[src/design/cbma_pkg.sv]
// shared constants, types and the class mapping for the moving average block
// no dependencies
package cbma_pkg;

    localparam int WINDOW_LEN  = 10;
    localparam int CLASS_COUNT = 13;
    localparam int TIME_W      = 32;
    localparam int PRIO_W      = 16;
    localparam int MIN_W       = 16;
    localparam logic [MIN_W-1:0] MIN_RESET = 16'd5;

    localparam int CLS_W      = $clog2(CLASS_COUNT);
    localparam int POS_W      = (WINDOW_LEN > 1) ? $clog2(WINDOW_LEN) : 1;
    localparam int SUM_W      = TIME_W + $clog2(WINDOW_LEN);
    localparam int MAG_W      = SUM_W;
    localparam int HALF_W     = (MAG_W + 1) / 2;
    localparam int RECIP_W    = MAG_W + 1;
    localparam int MUL_W      = HALF_W + RECIP_W;
    localparam int PROD_W     = MAG_W + RECIP_W;
    localparam int DIV_SHIFT  = MAG_W + $clog2(WINDOW_LEN);
    localparam int DIV_STEPS  = 2;
    localparam int STEP_W     = $clog2(DIV_STEPS);
    localparam int WIN_DEPTH  = CLASS_COUNT * WINDOW_LEN;
    localparam int ADDR_W     = $clog2(WIN_DEPTH);
    localparam int QUEUE_DEPTH = 2;
    localparam int QPTR_W     = $clog2(QUEUE_DEPTH);
    localparam int QCNT_W     = $clog2(QUEUE_DEPTH + 1);
    localparam int SINGLE_CLASSES = 5;
    localparam int BOUND_COUNT = 8;

    // rounded-up reciprocal of the window length, exact for any sum magnitude
    localparam logic [RECIP_W-1:0] DIV_RECIP = RECIP_W'(
        ((64'd1 << DIV_SHIFT) + 64'(WINDOW_LEN - 1)) / 64'(WINDOW_LEN));

    localparam logic [PRIO_W-1:0] CLASS_BOUNDS [BOUND_COUNT] = '{
        16'd5, 16'd101, 16'd700, 16'd800, 16'd900, 16'd1000, 16'd2000, 16'd10000
    };

    typedef enum logic {
        FUNC_RECORD   = 1'b0,
        FUNC_ESTIMATE = 1'b1
    } func_t;

    typedef struct packed {
        func_t                    func;
        logic [CLS_W-1:0]         cls;
        logic signed [TIME_W-1:0] diff;
    } work_item_t;

    typedef enum logic [1:0] {
        ST_IDLE,
        ST_WRITE,
        ST_DIVIDE,
        ST_FINISH
    } back_state_t;

    function automatic logic [CLS_W-1:0] class_of(input logic [PRIO_W-1:0] prio);
        logic [CLS_W-1:0] cls;
        cls = CLS_W'(CLASS_COUNT - 1);
        for (int k = BOUND_COUNT - 1; k >= 1; k--)
        begin
            if (prio < CLASS_BOUNDS[k])
            begin
                cls = CLS_W'(SINGLE_CLASSES - 1 + k);
            end
        end
        if (prio < CLASS_BOUNDS[0])
        begin
            cls = prio[CLS_W-1:0];
        end
        return cls;
    endfunction

endpackage

[src/design/cbma_front.sv]
// front end: classifies incoming requests and buffers them in a short queue
// depends on cbma_pkg
module cbma_front (
    input  logic                        clk,
    input  logic                        rst_n,
    input  logic                        in_valid,
    output logic                        in_stall,
    input  logic                        func,
    input  logic [cbma_pkg::PRIO_W-1:0] priority_req,
    input  logic [cbma_pkg::TIME_W-1:0] now_time,
    input  logic [cbma_pkg::TIME_W-1:0] received_time,
    output logic                        head_valid,
    output cbma_pkg::work_item_t        head,
    input  logic                        pop
);
    import cbma_pkg::*;

    work_item_t        q_reg [QUEUE_DEPTH];
    logic [QPTR_W-1:0] wr_ptr_reg;
    logic [QPTR_W-1:0] wr_ptr_next;
    logic [QPTR_W-1:0] rd_ptr_reg;
    logic [QPTR_W-1:0] rd_ptr_next;
    logic [QCNT_W-1:0] cnt_reg;
    logic [QCNT_W-1:0] cnt_next;
    work_item_t        item;
    logic              push;
    logic              do_pop;

    // classify and take the elapsed time
    always_comb
    begin
        item.func = func_t'(func);
        item.cls  = class_of(priority_req);
        item.diff = now_time - received_time;
    end

    assign in_stall   = (cnt_reg == QCNT_W'(QUEUE_DEPTH));
    assign push       = in_valid && !in_stall;
    assign head_valid = (cnt_reg != '0);
    assign do_pop     = pop && head_valid;
    assign head       = q_reg[rd_ptr_reg];

    always_comb
    begin
        wr_ptr_next = wr_ptr_reg;
        rd_ptr_next = rd_ptr_reg;
        cnt_next    = cnt_reg;
        if (push)
        begin
            wr_ptr_next = (wr_ptr_reg == QPTR_W'(QUEUE_DEPTH - 1)) ? '0 : wr_ptr_reg + 1'b1;
        end
        if (do_pop)
        begin
            rd_ptr_next = (rd_ptr_reg == QPTR_W'(QUEUE_DEPTH - 1)) ? '0 : rd_ptr_reg + 1'b1;
        end
        if (push && !do_pop)
        begin
            cnt_next = cnt_reg + 1'b1;
        end
        else if (do_pop && !push)
        begin
            cnt_next = cnt_reg - 1'b1;
        end
    end

    always_ff @(posedge clk or negedge rst_n)
    begin
        if (!rst_n)
        begin
            wr_ptr_reg <= '0;
            rd_ptr_reg <= '0;
            cnt_reg    <= '0;
        end
        else
        begin
            wr_ptr_reg <= wr_ptr_next;
            rd_ptr_reg <= rd_ptr_next;
            cnt_reg    <= cnt_next;
        end
    end

    always_ff @(posedge clk)
    begin
        if (push)
        begin
            q_reg[wr_ptr_reg] <= item;
        end
    end

endmodule

[config.mk]
export PLATFORM = sky130hd
export DESIGN_NAME = cbma_front
export DESIGN_NICKNAME = d
export VERILOG_FILES = /design/src/design/cbma_pkg.sv /design/src/design/cbma_front.sv
export SDC_FILE = /design/constraint.sdc
export NUM_CORES = 1
export LEC_CHECK = 0
export ABC_AREA = 0
export BUFFER_PORTS_ARGS = -buffer_cell sky130_fd_sc_hd__buf_2
export CORE_MARGIN = 2
export CORE_UTILIZATION = 54
export DETAILED_ROUTE_END_ITERATION = 8
export HOLD_SLACK_MARGIN = 0.15
export PLACE_DENSITY_LB_ADDON = 0.2
export SETUP_SLACK_MARGIN = 0.1
export SLEW_MARGIN = 0
export SYNTH_ARGS = -nofsm -noshare
export SYNTH_HDL_FRONTEND = slang
export SYNTH_SLANG_ARGS = --single-unit
[constraint.sdc]
create_clock -name clk -period 3 [get_ports clk]
set_clock_uncertainty 0.05 [all_clocks]
set_input_delay 0.3 -clock clk [delete_from_list [all_inputs] [get_ports clk]]
set_output_delay 0.3 -clock clk [all_outputs]
set_load 0.01 [all_outputs]
==> impl_metrics.py <==
metrics = {
    "global_routing": {
        "gr-usage-met2_pct": 37.2,
        "grt_pass1_vias": 3851,
        "grt_use_met1_pct": 29.5,
        "grt_max_degree": 39,
        "grt_first_pass_wirelength_um": 17500,
        "busiest_layer": "met2",
        "grt_use_met3_pct": 3.13,
        "grt.overflow.total": 0,
        "track_usage_pct": 21.9,
        "antenna_found_initial": 0,
    },
    "routing": {
        "final_antenna_net_count": 0,
        "drc": 0,
        "first_iter_violations": 166,
        "wl_um": 10600,
        "firstDrtPassIters": 5,
        "drt-wirelength-per-cell_um": 15.1,
        "vias": 3927,
        "vias_per_cell": 5.63,
    },
    "sta": {
        "grt_setup_unrepaired": "no",
        "fin_crit_sh_pct": 78.8,
        "slew_viol_final": 0,
        "finalSetupViolCount": 0,
        "min_period_ps": 2370,
        "tns_ps": 0,
        "hold_viol_final": 0,
        "worstMarginPinSlew_ps": 633,
        "maxSlewHeadroom_pct": 57.4,
        "fmax_mhz": 423,
        "worst_hold_slack_ps": 214,
    },
    "clock_tree": {
        "htree_levels": 3,
        "holdBufCountCts": 2,
        "clockBufferDepth": 2,
        "post_cts_resized": 0,
        "clk_pin_slew_ps": 80,
        "cts_made_buffers": 9,
        "clkLatencyLatePin_ps": 330,
        "clock_sinks": 78,
        "cts_tree": "done",
        "cts_setup_buffers": 0,
        "clockRootBuffer": "clkbuf_8",
    },
    "floorplanning": {
        "die_h_um": 99.9,
        "start_util_pct": 56.4,
        "dieWidth_um": 99.9,
        "dieArea_mm2": 0.00997,
        "coreArea_mm2": 0.00881,
        "ios": 124,
        "rows": 34,
    },
    "synthesis": {
        "synth_area_per_cell_um2": 10.9,
        "syn_area_mm2": 0.00496,
        "ys_ff_latch": 78,
        "synth_area_leaders": "edfxtp_1, mux2_2, ha_1",
        "synth.most_common_cell": "edfxtp_1",
        "synth_common_cells": "edfxtp_1, inv_1, mux2_2",
        "synth.largest_area_cell": "edfxtp_1",
        "yosysWarnings": 0,
        "ys_types": 63,
        "synth_top_area_share_pct": 44.8,
        "synth_flop_cell": "edfxtp_1",
        "async_reset_ff_share_pct": 5.13,
        "synth_cells": 454,
        "ys_seq_area_share_pct": 46.8,
        "synthesis.nets": 572,
        "synth_edf_count": 74,
    },
    "finish": {
        "diodes": 0,
        "final_layout_size_suffix_gt1_share_pct": 33.4,
        "fin_nets": 703,
        "finalNonFillerCells": 698,
        "finalCoreUtilization_pct": 67.6,
        "largest_register_ff_count": 74,
        "synthToLayoutAreaGrowth_pct": 20.0,
    },
    "place": {
        "portBuffers": 123,
        "routabilityCongestion": 0.904,
        "dp_cells": 680,
        "hpwl_um": 7930,
    },
    "worst_hold_path": {
        "hold_path.class": "input pin to flip-flop",
    },
    "pwr": {
        "power.leakage_uw": 0.00260,
        "powerDensity_mw_per_mm2": 686,
        "power.total_uw": 4080,
        "ir_drop_v": 0.000446,
    },
    "critical_path": {
        "cp-start-kind": "input pin",
        "crit_required_ps": 2990,
        "path_class": "input pin to flip-flop",
        "crit_fanout": 4,
        "cp.arrival_ps": 2360,
        "cp-end-kind": "flip-flop",
    },
    "run": {
        "maxCapViolations": 0,
    },
    "outcome": {
        "status": "finished clean",
    },
}
## area by class of cell
cell class	count	area, um^2
Fill cell	701	2850
Multi-Input combinational cell	321	2430
Sequential cell	78	2320
Timing Repair Buffer	129	666
Inverter	46	173
Clock buffer	10	138
Tap cell	108	135
Clock inverter	6	85.1
## layer usage
metal	vias up	wire (um)
met3	7	657
met5	-	0
met2	159	5110
met1	1822	4680
met4	0	119
li1	1939	-
## stage by stage
step                setup WS, ps  instance area [um^2]
floorplan                    335                  4960
global placement             335                  5710
detailed placement           288                  5710
CTS                          645                  5950
global route                 438                  5950
finish                       635                  5950
## path summary, 6_finish.rpt
| check | to | cells past startpoint | startpoint | slack, ps |
|---|---|---|---|---|
| max reg2reg | q_reg[1][11] | 3 | cnt_reg[0] | 1140 |
| min reg2reg | cnt_reg[1] | 1 | cnt_reg[1] | 440 |
| max | q_reg[1][24] | 11 | now_time[0] | 630 |
| min in group asynchronous | cnt_reg[1] | 2 | rst_n | 250 |
| max in group asynchronous | rd_ptr_reg | 2 | rst_n | 2520 |
| min | rd_ptr_reg | 3 | pop | 210 |
## power by group
| part | total, uW | internal, uW | leakage (uW) | switching (uW) |
|---|---|---|---|---|
| sequential | 1640 | 1560 | 0.000729 | 74.3 |
| combinational | 1590 | 703 | 0.00176 | 882 |
| clock | 861 | 488 | 0.000108 | 372 |
| total | 4080 | 2750 | 0.00260 | 1330 |
## kinds of logic (layout without fill, tap and decap cells)
group	count (synthesis)	count (layout)	synth area share, %
AO/OA/AOI/OAI	114	114	15.4
AND/OR/NAND/NOR	105	105	10.9
flip-flops	78	78	46.8
buffers and inverters	55	191	4.34
multiplexers	39	39	8.80
adder cells (fa/ha/maj)	33	33	8.47
XOR/XNOR	30	30	5.30
## critical path, cell delays in order
cell and delay [ps]:
buf_2 90, inv_1 40, ha_1 190, fa_1 270, nor2b_4 60, o2111ai_2 260, a21oi_1 150, o211a_1 290
o41ai_2 310, mux2i_1 220, o211ai_1 170
## placed cells by master, fill, tap and decap left out, types with 5 or more instances in the layout
cell type    n
buf_2      123
edfxtp_1    74
inv_1       46
mux2_2      37
a21oi_1     33
ha_1        32
nand2_1     28
nor2_1      24
xnor2_1     21
o21ai_0     14
a21o_1      12
nand3_1     10
clkbuf_8    10
xor2_1       9
o21ai_1      6
nor3_1       5
a31oi_1      5
o21a_1       5
Note: power is estimated with default switching activity, not from simulation.
